### config.mk
export PLATFORM = sky130hd
export DESIGN_NAME = button_debounce_press_hold_unit_flat
export DESIGN_NICKNAME = d
export VERILOG_FILES = /design/src/hw/rtl/bdph_pkg.sv /design/src/hw/rtl/bdph_if.sv /design/src/hw/rtl/button_debounce_press_hold_unit.sv /design/src/hw/rtl/bdph_csr.sv /design/src/hw/rtl/bdph_fsm.sv /design/src/flat_wrapper.sv
export VERILOG_INCLUDE_DIRS = /design/src /design/src/hw/rtl
export SDC_FILE = /design/constraint.sdc
export NUM_CORES = 1
export LEC_CHECK = 0
export BUFFER_PORTS_ARGS = -buffer_cell sky130_fd_sc_hd__buf_4
export CAP_MARGIN = 20
export CORE_UTILIZATION = 63
export CTS_CLUSTER_SIZE = 14
export DETAILED_ROUTE_END_ITERATION = 8
export PLACE_DENSITY = 0.95
export SLEW_MARGIN = 20
export SYNTH_ARGS = -nofsm -noshare
export SYNTH_HDL_FRONTEND = slang
export SYNTH_SLANG_ARGS = --single-unit
export TNS_END_PERCENT = 100
### constraint.sdc
create_clock -name clock -period 14.05 [get_ports clock]
set_input_delay 0.7025 -clock clock [delete_from_list [all_inputs] [get_ports clock]]
set_output_delay 0.7025 -clock clock [all_outputs]
set_load 0.02 [all_outputs]
### src/hw/rtl/assert_macros.svh
// Assertion macros shared by the debouncer RTL
`ifndef ASSERT_MACROS_SVH
`define ASSERT_MACROS_SVH

// Same-cycle implication, checked on every rising clock edge outside reset
`define ASSERT_IMPLY(label, clk, rst, ante, cons) \
   label: assert property (@(posedge clk) disable iff (rst) (ante) |-> (cons)) \
      else $error("assertion failed");

// Next-cycle implication, checked on every rising clock edge outside reset
`define ASSERT_NEXT(label, clk, rst, ante, cons) \
   label: assert property (@(posedge clk) disable iff (rst) (ante) |=> (cons)) \
      else $error("assertion failed");

`endif

### src/hw/rtl/bdph_pkg.sv
// Types and constants of the button debouncer with press and hold detection
package bdph_pkg;

   localparam int unsigned CsrAddrWidth = 4;

   typedef enum logic [1:0] {
      CSR_DEBOUNCE_LIMIT = 2'd0,
      CSR_STALE_CLEAR    = 2'd1,
      CSR_HOLD_TIME      = 2'd2
   } csr_index_type;

   typedef enum logic [1:0] {
      MODE_WAIT   = 2'd0,
      MODE_IDLE   = 2'd1,
      MODE_ACTIVE = 2'd2,
      MODE_HELD   = 2'd3
   } mode_type;

   localparam logic [7:0]  DebounceLimitReset = 8'd5;
   localparam logic [15:0] StaleClearReset    = 16'd500;
   localparam logic [15:0] HoldTimeReset      = 16'd2000;

   typedef struct packed {
      logic [7:0]  debounce_limit;
      logic [15:0] stale_clear_ms;
      logic [15:0] hold_time_ms;
   } cfg_type;

   typedef struct packed {
      logic        button_active;
      logic [31:0] now_ms;
      logic        ack_pressed;
      logic        ack_held;
   } item_type;

   typedef struct packed {
      logic     pressed_flag;
      logic     held_flag;
      mode_type debounce_mode;
   } result_type;

endpackage

### src/hw/rtl/bdph_if.sv
// Valid/ready channel interfaces for button samples and debouncer results
interface bdph_req_if;
   logic        valid;
   logic        ready;
   logic        button_active;
   logic [31:0] now_ms;
   logic        ack_pressed;
   logic        ack_held;

   modport source (
      output valid, button_active, now_ms, ack_pressed, ack_held,
      input  ready
   );
   modport sink (
      input  valid, button_active, now_ms, ack_pressed, ack_held,
      output ready
   );
endinterface

interface bdph_rsp_if;
   logic       valid;
   logic       ready;
   logic       pressed_flag;
   logic       held_flag;
   logic [1:0] debounce_mode;

   modport source (
      output valid, pressed_flag, held_flag, debounce_mode,
      input  ready
   );
   modport sink (
      input  valid, pressed_flag, held_flag, debounce_mode,
      output ready
   );
endinterface

### src/hw/rtl/button_debounce_press_hold_unit.sv
// Top level: input register, debounce state machine, result register, APB registers
// An accepted transaction passes through the input register, then the result register, to rsp.
// Throughput: one transaction per cycle while rsp is not stalled.
// A stalled rsp holds one result while one more transaction waits in the input register.
// Reset (synchronous, active high) empties both registers, sets mode to waiting
// for idle, clears count, flags and start time, and loads register defaults.
module button_debounce_press_hold_unit (
   input  logic                               clock,
   input  logic                               reset,
   bdph_req_if.sink                           req,
   bdph_rsp_if.source                         rsp,
   input  logic                               csr_psel,
   input  logic                               csr_penable,
   input  logic                               csr_pwrite,
   input  logic [bdph_pkg::CsrAddrWidth-1:0]  csr_paddr,
   input  logic [31:0]                        csr_pwdata,
   output logic [31:0]                        csr_prdata,
   output logic                               csr_pready
);
   import bdph_pkg::*;

   cfg_type    cfg;
   item_type   item_ff, item_in;
   logic       in_valid_ff, in_valid_in;
   result_type result;
   result_type rsp_ff, rsp_in;
   logic       rsp_valid_ff, rsp_valid_in;
   logic       advance;

   assign advance   = in_valid_ff && (!rsp_valid_ff || rsp.ready);
   assign req.ready = !in_valid_ff || advance;

   always_comb begin
      item_in     = item_ff;
      in_valid_in = in_valid_ff && !advance;
      if (req.valid && req.ready) begin
         in_valid_in           = 1'b1;
         item_in.button_active = req.button_active;
         item_in.now_ms        = req.now_ms;
         item_in.ack_pressed   = req.ack_pressed;
         item_in.ack_held      = req.ack_held;
      end
   end

   assign rsp_in       = advance ? result : rsp_ff;
   assign rsp_valid_in = advance || (rsp_valid_ff && !rsp.ready);

   always_ff @(posedge clock) begin
      if (reset) begin
         in_valid_ff  <= 1'b0;
         rsp_valid_ff <= 1'b0;
      end else begin
         in_valid_ff  <= in_valid_in;
         rsp_valid_ff <= rsp_valid_in;
      end
      item_ff <= item_in;
      rsp_ff  <= rsp_in;
   end

   bdph_csr u_csr (
      .clock       (clock),
      .reset       (reset),
      .csr_psel    (csr_psel),
      .csr_penable (csr_penable),
      .csr_pwrite  (csr_pwrite),
      .csr_paddr   (csr_paddr),
      .csr_pwdata  (csr_pwdata),
      .csr_prdata  (csr_prdata),
      .csr_pready  (csr_pready),
      .cfg         (cfg)
   );

   bdph_fsm u_fsm (
      .clock   (clock),
      .reset   (reset),
      .step_en (advance),
      .item    (item_ff),
      .cfg     (cfg),
      .result  (result)
   );

   assign rsp.valid         = rsp_valid_ff;
   assign rsp.pressed_flag  = rsp_ff.pressed_flag;
   assign rsp.held_flag     = rsp_ff.held_flag;
   assign rsp.debounce_mode = rsp_ff.debounce_mode;

endmodule

### src/hw/rtl/bdph_csr.sv
// APB configuration registers of the debouncer
`include "assert_macros.svh"

module bdph_csr (
   input  logic                               clock,
   input  logic                               reset,
   input  logic                               csr_psel,
   input  logic                               csr_penable,
   input  logic                               csr_pwrite,
   input  logic [bdph_pkg::CsrAddrWidth-1:0]  csr_paddr,
   input  logic [31:0]                        csr_pwdata,
   output logic [31:0]                        csr_prdata,
   output logic                               csr_pready,
   output bdph_pkg::cfg_type                  cfg
);
   import bdph_pkg::*;

   cfg_type       cfg_ff;
   cfg_type       cfg_in;
   logic          wr_en;
   csr_index_type idx;

   assign csr_pready = 1'b1;
   assign wr_en      = csr_psel && csr_penable && csr_pwrite;
   assign idx        = csr_index_type'(csr_paddr[3:2]);

   always_comb begin
      cfg_in = cfg_ff;
      if (wr_en) begin
         case (idx)
            CSR_DEBOUNCE_LIMIT: cfg_in.debounce_limit = csr_pwdata[7:0];
            CSR_STALE_CLEAR:    cfg_in.stale_clear_ms = csr_pwdata[15:0];
            CSR_HOLD_TIME:      cfg_in.hold_time_ms   = csr_pwdata[15:0];
            default:            cfg_in = cfg_ff;
         endcase
      end
   end

   always_comb begin
      case (idx)
         CSR_DEBOUNCE_LIMIT: csr_prdata = {24'd0, cfg_ff.debounce_limit};
         CSR_STALE_CLEAR:    csr_prdata = {16'd0, cfg_ff.stale_clear_ms};
         CSR_HOLD_TIME:      csr_prdata = {16'd0, cfg_ff.hold_time_ms};
         default:            csr_prdata = 32'd0;
      endcase
   end

   always_ff @(posedge clock) begin
      if (reset) begin
         cfg_ff.debounce_limit <= DebounceLimitReset;
         cfg_ff.stale_clear_ms <= StaleClearReset;
         cfg_ff.hold_time_ms   <= HoldTimeReset;
      end else begin
         cfg_ff <= cfg_in;
      end
   end

   assign cfg = cfg_ff;

   `ASSERT_NEXT(a_limit_write, clock, reset, wr_en && idx == CSR_DEBOUNCE_LIMIT,
      cfg_ff.debounce_limit == $past(csr_pwdata[7:0]))

endmodule

### src/hw/rtl/bdph_fsm.sv
// Debounce state machine: mode, start timestamp, count and sticky flags
`include "assert_macros.svh"

module bdph_fsm (
   input  logic                   clock,
   input  logic                   reset,
   input  logic                   step_en,
   input  bdph_pkg::item_type     item,
   input  bdph_pkg::cfg_type      cfg,
   output bdph_pkg::result_type   result
);
   import bdph_pkg::*;

   mode_type    mode_ff,    mode_in;
   logic [31:0] start_ff,   start_in;
   logic [7:0]  count_ff,   count_in;
   logic        pressed_ff, pressed_in;
   logic        held_ff,    held_in;

   logic [31:0] age;
   logic [7:0]  count_inc;
   logic        past_limit;
   mode_type    mode_nx;
   logic [7:0]  count_nx;
   logic        pressed_nx;
   logic        held_nx;

   assign age        = item.now_ms - start_ff;
   assign count_inc  = count_ff + 8'd1;
   assign past_limit = count_inc > cfg.debounce_limit;

   always_comb begin
      mode_nx    = mode_ff;
      count_nx   = count_ff;
      pressed_nx = pressed_ff;
      held_nx    = held_ff;
      case (mode_ff)
         MODE_IDLE: begin
            if (age > {16'd0, cfg.stale_clear_ms}) begin
               pressed_nx = 1'b0;
               held_nx    = 1'b0;
            end
            if (item.button_active) begin
               count_nx = count_inc;
               if (past_limit) mode_nx = MODE_ACTIVE;
            end
         end
         MODE_ACTIVE: begin
            if (item.button_active) begin
               count_nx = 8'd0;
               if (age > {16'd0, cfg.hold_time_ms}) begin
                  mode_nx = MODE_HELD;
                  held_nx = 1'b1;
               end
            end else begin
               count_nx = count_inc;
               if (past_limit) begin
                  mode_nx    = MODE_IDLE;
                  pressed_nx = 1'b1;
               end
            end
         end
         MODE_HELD: begin
            if (item.button_active) begin
               count_nx = 8'd0;
            end else begin
               count_nx = count_inc;
               if (past_limit) mode_nx = MODE_IDLE;
            end
         end
         default: begin
            pressed_nx = 1'b0;
            held_nx    = 1'b0;
            if (!item.button_active) begin
               count_nx = count_inc;
               if (past_limit) mode_nx = MODE_IDLE;
            end
         end
      endcase
   end

   always_comb begin
      mode_in    = mode_ff;
      start_in   = start_ff;
      count_in   = count_ff;
      pressed_in = pressed_ff;
      held_in    = held_ff;
      if (step_en) begin
         mode_in    = mode_nx;
         count_in   = (mode_nx != mode_ff) ? 8'd0 : count_nx;
         start_in   = (mode_nx != mode_ff) ? item.now_ms : start_ff;
         pressed_in = pressed_nx && !item.ack_pressed;
         held_in    = held_nx && !item.ack_held;
      end
   end

   assign result.pressed_flag  = pressed_nx;
   assign result.held_flag     = held_nx;
   assign result.debounce_mode = mode_nx;

   always_ff @(posedge clock) begin
      if (reset) begin
         mode_ff    <= MODE_WAIT;
         start_ff   <= 32'd0;
         count_ff   <= 8'd0;
         pressed_ff <= 1'b0;
         held_ff    <= 1'b0;
      end else begin
         mode_ff    <= mode_in;
         start_ff   <= start_in;
         count_ff   <= count_in;
         pressed_ff <= pressed_in;
         held_ff    <= held_in;
      end
   end

   `ASSERT_IMPLY(a_held_rise_in_held, clock, reset, $rose(held_ff), mode_ff == MODE_HELD)
   `ASSERT_IMPLY(a_press_rise_in_idle, clock, reset, $rose(pressed_ff), mode_ff == MODE_IDLE)
   `ASSERT_IMPLY(a_mode_change_clears, clock, reset, mode_ff != $past(mode_ff),
      count_ff == 8'd0 && start_ff == $past(item.now_ms))

endmodule
### src/flat_wrapper.sv
// flat-port wrapper written by rule: the top's interface ports become plain ports
module button_debounce_press_hold_unit_flat import bdph_pkg::*;
  (clock, reset, csr_psel, csr_penable, csr_pwrite, csr_paddr, csr_pwdata, csr_prdata, csr_pready, req_valid, req_button_active, req_now_ms, req_ack_pressed, req_ack_held, req_ready, rsp_valid, rsp_pressed_flag, rsp_held_flag, rsp_debounce_mode, rsp_ready);
  bdph_req_if req_i ();
  bdph_rsp_if rsp_i ();
  input  logic clock;
  input  logic reset;
  input  logic csr_psel;
  input  logic csr_penable;
  input  logic csr_pwrite;
  input  logic [bdph_pkg::CsrAddrWidth-1:0] csr_paddr;
  input  logic [31:0] csr_pwdata;
  output logic [31:0] csr_prdata;
  output logic csr_pready;
  input wire logic [$bits(req_i.valid)-1:0] req_valid;
  input wire logic [$bits(req_i.button_active)-1:0] req_button_active;
  input wire logic [$bits(req_i.now_ms)-1:0] req_now_ms;
  input wire logic [$bits(req_i.ack_pressed)-1:0] req_ack_pressed;
  input wire logic [$bits(req_i.ack_held)-1:0] req_ack_held;
  output wire logic [$bits(req_i.ready)-1:0] req_ready;
  output wire logic [$bits(rsp_i.valid)-1:0] rsp_valid;
  output wire logic [$bits(rsp_i.pressed_flag)-1:0] rsp_pressed_flag;
  output wire logic [$bits(rsp_i.held_flag)-1:0] rsp_held_flag;
  output wire logic [$bits(rsp_i.debounce_mode)-1:0] rsp_debounce_mode;
  input wire logic [$bits(rsp_i.ready)-1:0] rsp_ready;
  assign req_i.valid = req_valid;
  assign req_i.button_active = req_button_active;
  assign req_i.now_ms = req_now_ms;
  assign req_i.ack_pressed = req_ack_pressed;
  assign req_i.ack_held = req_ack_held;
  assign req_ready = req_i.ready;
  assign rsp_valid = rsp_i.valid;
  assign rsp_pressed_flag = rsp_i.pressed_flag;
  assign rsp_held_flag = rsp_i.held_flag;
  assign rsp_debounce_mode = rsp_i.debounce_mode;
  assign rsp_i.ready = rsp_ready;
  button_debounce_press_hold_unit u_core (.clock(clock), .reset(reset), .req(req_i), .rsp(rsp_i), .csr_psel(csr_psel), .csr_penable(csr_penable), .csr_pwrite(csr_pwrite), .csr_paddr(csr_paddr), .csr_pwdata(csr_pwdata), .csr_prdata(csr_prdata), .csr_pready(csr_pready));
endmodule
# Word-level counts from Yosys, hierarchy flattened
# Cells that the tools add are included.
# op_classes
add_sub_neg	2
magnitude_cmp	3
eq_ne	8
n_mux	22
n_reduce_logical	24
# ops
op	count
32-bit by 16-bit greater-than comparator with 1-bit output	2
16-bit case mux with 3 select lines	1
8-bit two-way mux	4
32-bit subtractor	1
8-bit case mux with 2 select lines	1
2-bit two-way mux	6
8-bit by 1-bit adder with 8-bit output (second input constant)	1
8-bit greater-than comparator	1
1-bit logical AND	8
2-bit AND reduction	4
1-bit two-way mux	7
2-bit == test (second input constant)	3
1-bit logical NOT	6
1-bit case mux with 3 select lines	2
2-bit by 1-bit == test with 1-bit output (second input constant)	2
4-bit inequality test (second input constant)	1
2-bit case mux with 2 select lines	1
1-bit logical OR	3
3-bit by 2-bit inequality test with 1-bit output (second input constant)	1
3-bit AND reduction	1
2-bit logical NOT	1
2-bit inequality test	1
2-bit OR reduction	1
# word_totals
register_bits	125
input_bits	78
output_inout_bits	39
elab_cells	76

# Depth between registers and ports, before layout
# logic_depth
word_depth	8
mapped_depth	22
ltp_nobuf	21

# Cells and area by module
# A second synthesis with hierarchy kept.
# unflattened
cells_unflattened	985
hier_area_um2	8703.3
# modules_own_cells
module	n_inst	cells_each	area_each_um2	seq_area_each_um2
bdph_fsm	1	717	5366.4	880.8
bdph_csr	1	219	2062.0	800.8
button_debounce_press_hold_unit	1	49	1275.0	1211.2

# Least setup slack after synthesis
# Ideal clock, no wire load.
# synth_timing
kind	reg-to-reg
from	register u_core.item_ff[5] (netlist name)
to	register u_core.rsp_ff, in the netlist u_core.rsp.debounce_mode[1], data pin
setup_ns	0.262
arrival_time_ns	4.170
t_required_ns	13.788
setup_slack_ns	9.617
stages_incl_launch_ff	21
n_path_buf	1
synth_period_minus_slack_ns	4.433
cell_sequence	edfxtp_1 -> ha_1 -> a21o_1 -> a21oi_1 -> nand2_1 -> a21o_1 -> a21o_1 -> a21o_1 -> a21oi_1 -> xnor2_1 -> ha_1 -> a21o_1 -> a21o_1 -> a21oi_1 -> o21ai_0 -> a2111oi_0 -> nor2_1 -> or4_1 -> buf_2 -> nor3_1 -> a21oi_1
# synth_lines
element	line	rtl
start: declaration	button_debounce_press_hold_unit.sv:23	item_type item_ff, item_in;
start signal: assignment	button_debounce_press_hold_unit.sv:56	item_ff <= item_in;
end signal: assignment	button_debounce_press_hold_unit.sv:57	rsp_ff <= rsp_in;
end: declaration	button_debounce_press_hold_unit.sv:26	result_type rsp_ff, rsp_in;

==> results.py <==
metrics = {
    "clock_network": {
        "cts.sinks": 125,
        "cts_setup_buffers": 0,
        "root_buffer": "clkbuf_16",
        "htree_levels": 4,
        "postCtsHoldBufs": 0,
        "clock_latency_ps": 420,
        "clockBufferDepth": 2,
        "cts_buffers": 17,
        "cts_resized": 0,
        "clk_pin_slew_ps": 60,
        "tritoncts": "yes",
    },
    "route": {
        "drtIter0Drc": 925,
        "drtPass1Iterations": 6,
        "drc_errors": 0,
        "antenna_left": 0,
        "viasPerCell": 6.23,
        "wl_per_cell_um": 16.9,
        "vias": 7748,
        "routed_wl_mm": 21.1,
    },
    "global_routing": {
        "antenna_found_initial": 0,
        "grt_max_degree": 82,
        "grt_pass1_wl_mm": 34.5,
        "track_usage": 0.306,
        "grt_pass1_vias": 7387,
        "grt_remaining_overflow": 0,
    },
    "die": {
        "io_pins": 117,
        "rows": 41,
        "fp.dieH_um": 118,
        "die_area_um2": 13900,
        "start_util": 0.658,
        "fp.dieW_um": 118,
        "core_area_um2": 12800,
    },
    "setup_path": {
        "worstSetupStartpointType": "flop",
        "cp_num_buf_inv": 1,
        "crit_family": "compound AO/OA/AOI/OAI gates",
        "slowest_delay_ps": 720,
        "endpoint_kind": "flop",
        "crit_type": "reg -> reg",
        "cpMaxStageDelayCell": "a2111oi_0",
        "crit_top_cell": "a21oi_1",
        "required_ps": 14210,
        "crit_chain": "inv_1 -> ha_1 -> fa_1 -> nand2b_1 -> a21oi_1 -> o2111ai_1 -> nand3_1 -> xor2_1 -> ha_1 -> a21o_1 -> a21oi_1 -> o21ai_0 -> a2111oi_0 -> nor2_1 -> or4_1 -> nor3_1 -> a21oi_1",
        "cp_max_fo": 7,
        "critical_path_arrival_ps": 5540,
    },
    "sta": {
        "fmax_ghz": 0.186,
        "hold_viol_final": 0,
        "fin_tns_setup_ps": 0,
        "min_period_over_period": 0.383,
        "setup_viol": 0,
        "layout_min_cycle_time_ps": 5380,
        "worstMarginPinSlew_ps": 1080,
        "slew_violations": 0,
        "rsz0062_at_grt": "no",
        "fin_skew_ps": 10.1,
        "max_slew_margin": 0.277,
    },
    "synthesis": {
        "synth_xor_area_frac": 0.0280,
        "synth.largest_area_cell": "dfxtp_1",
        "synthTopCellsByCount": "a21oi_1 (111), nand2_1 (105), dfxtp_1 (86)",
        "synth.distinct_cells": 74,
        "synth_cells": 1003,
        "yosys.area.top_type_share": 0.204,
        "syn_area_per_cell_um2": 8.41,
        "synth_compound_area_frac": 0.248,
        "async_reset_ff_frac": 0,
        "yosys_warnings": 0,
        "synth_seq_cells": 125,
        "yosysMostFrequentCell": "a21oi_1",
        "synthAdderAreaFrac": 0.115,
        "synthMuxAreaShare": 0.0131,
        "ys.flop_type": "dfxtp_1",
        "synth_simple_gate_area_frac": 0.177,
        "syn_area_um2": 8440,
        "synth_top_family_by_area": "compound AO/OA/AOI/OAI gates",
        "synth_edf_count": 39,
        "netlist_top_cells_area": "dfxtp_1 (20%), edfxtp_1 (14%), ha_1 (11%), a21oi_1 (6.6%), nand2_1 (4.7%)",
        "ys_seq_area_frac": 0.343,
    },
    "placement": {
        "place_congestion": 0.949,
        "dpl-instance-area_um2": 9050,
        "dp_hpwl_mm": 14.7,
        "io_buffer_count": 81,
    },
    "power_and_ir_drop": {
        "p_clk_frac": 0.398,
        "power_frac_comb": 0.233,
        "p_int_w": 0.000757,
        "switching_power_w": 0.000321,
        "power_w": 0.00108,
        "ir_drop_v": 0.000108,
        "p_leak_nw": 3.82,
        "power.density_nw_per_um2": 112,
        "p_sw_frac": 0.298,
        "pwr-share-seq": 0.369,
    },
    "final_layout": {
        "area_delta_synth_final_pct": 14.1,
        "n_antenna_cell": 0,
        "stdcell_area_um2": 9630,
        "fin_util": 0.751,
        "layout-drive-gt1-share": 0.148,
        "fin_nets": 1213,
    },
    "hold_path": {
        "min_path_type": "in -> reg",
    },
    "run_status": {
        "status": "finished clean",
    },
    "job": {
        "maxCapViolCount": 0,
    },
}
==> metal layers <==
metal  vias up  track usage  wire, um
met5         -            0         0
li1       3690            -         -
met4         0        0.121       548
met2       350        0.513     10200
met1      3655        0.378      8940
met3        53       0.0703      1310
==> worst paths after layout <==
path                                                start  depth (start not counted)                          end  slack (ps)
worst max-delay path                    u_core.item_ff[2]                         17  u_core.rsp.debounce_mode[1]        8670
worst min-delay path                       req_now_ms[19]                          1           u_core.item_ff[21]         450
worst max register to register          u_core.item_ff[2]                         17  u_core.rsp.debounce_mode[1]        8670
worst min register to register  u_core.u_fsm.start_ff[11]                          2    u_core.u_fsm.start_ff[11]         470
==> worst register-to-register path: cells and delay by family, from the launching register on <==
kind	cells	cell delay [ps]
AO/OA/AOI/OAI	7	2070
adder cells (fa/ha/maj)	3	930
XOR/XNOR	1	250
buffers and inverters	1	50
AND/OR/NAND/NOR	5	1500
flip-flops	1	310
==> state kept, by name, indices dropped and copies added, names as in the netlist <==
name,flops
u_core.u_csr.cfg,40
u_core.item_ff,35
u_core.u_fsm.start_ff,32
u_core.u_fsm.count_ff,8
u_core.rsp.debounce_mode,2
u_core.u_fsm.mode_ff,2
u_core.in_valid_ff,1
u_core.rsp.held_flag,1
u_core.rsp.pressed_flag,1
u_core.rsp.valid,1
u_core.u_fsm.held_ff,1
u_core.u_fsm.pressed_ff,1
==> layout by cell type, fill, tap and decap left out, types with 23 or more instances in the layout <==
| cell type | instances |
|---|---|
| ha_1 | 76 |
| dfxtp_1 | 86 |
| a21o_1 | 27 |
| edfxtp_1 | 39 |
| nor2_1 | 52 |
| o21ai_1 | 23 |
| nand2_1 | 105 |
| buf_4 | 87 |
| inv_1 | 79 |
| or3b_2 | 28 |
| a21oi_1 | 111 |
| o21ai_0 | 58 |
| nand3_1 | 25 |
==> power by group through the flow <==
stage	registers (W)	clock network, W	logic [W]
6_report	0.000398	0.000429	0.000251
5_1_grt	0.000399	0.000448	0.000275
4_1_cts	0.000397	0.000431	0.000246
3_5_place_dp	0.000405	0	0.000240
3_3_place_gp	0.000404	0	0.000233
2_1_floorplan	0.000403	0	0.000179
==> metrics by stage <==
stage | instances | setup WS [ps] | hold WS (ps)
after floorplan | 1018 | 9620 | 449
after global placement | 1211 | 8960 | 458
after detailed placement | 1211 | 8810 | 465
after CTS | 1243 | 8720 | 448
after global routing | 1243 | 8320 | 439
final | 1243 | 8670 | 453
==> cell families (layout without fill, tap and decap cells) <==
logic type / after synthesis / in the layout
buf+inv: 145 / 198
fa+ha+maj: 77 / 77
simple gates: 289 / 289
flops: 125 / 125
xor+xnor: 27 / 27
mux: 11 / 11
compound gates: 327 / 327
other cells: 2 / 17
==> layout make-up <==
| class | instances | area [um2] |
|---|---|---|
| Clock inverter | 10 | 115 |
| Fill cell | 917 | 3200 |
| Tap cell | 172 | 215 |
| Multi-Input combinational cell | 748 | 4990 |
| Clock buffer | 22 | 464 |
| Inverter | 79 | 297 |
| Sequential cell | 125 | 2890 |
| Timing Repair Buffer | 87 | 653 |
Power figures use the tool's default switching activity.
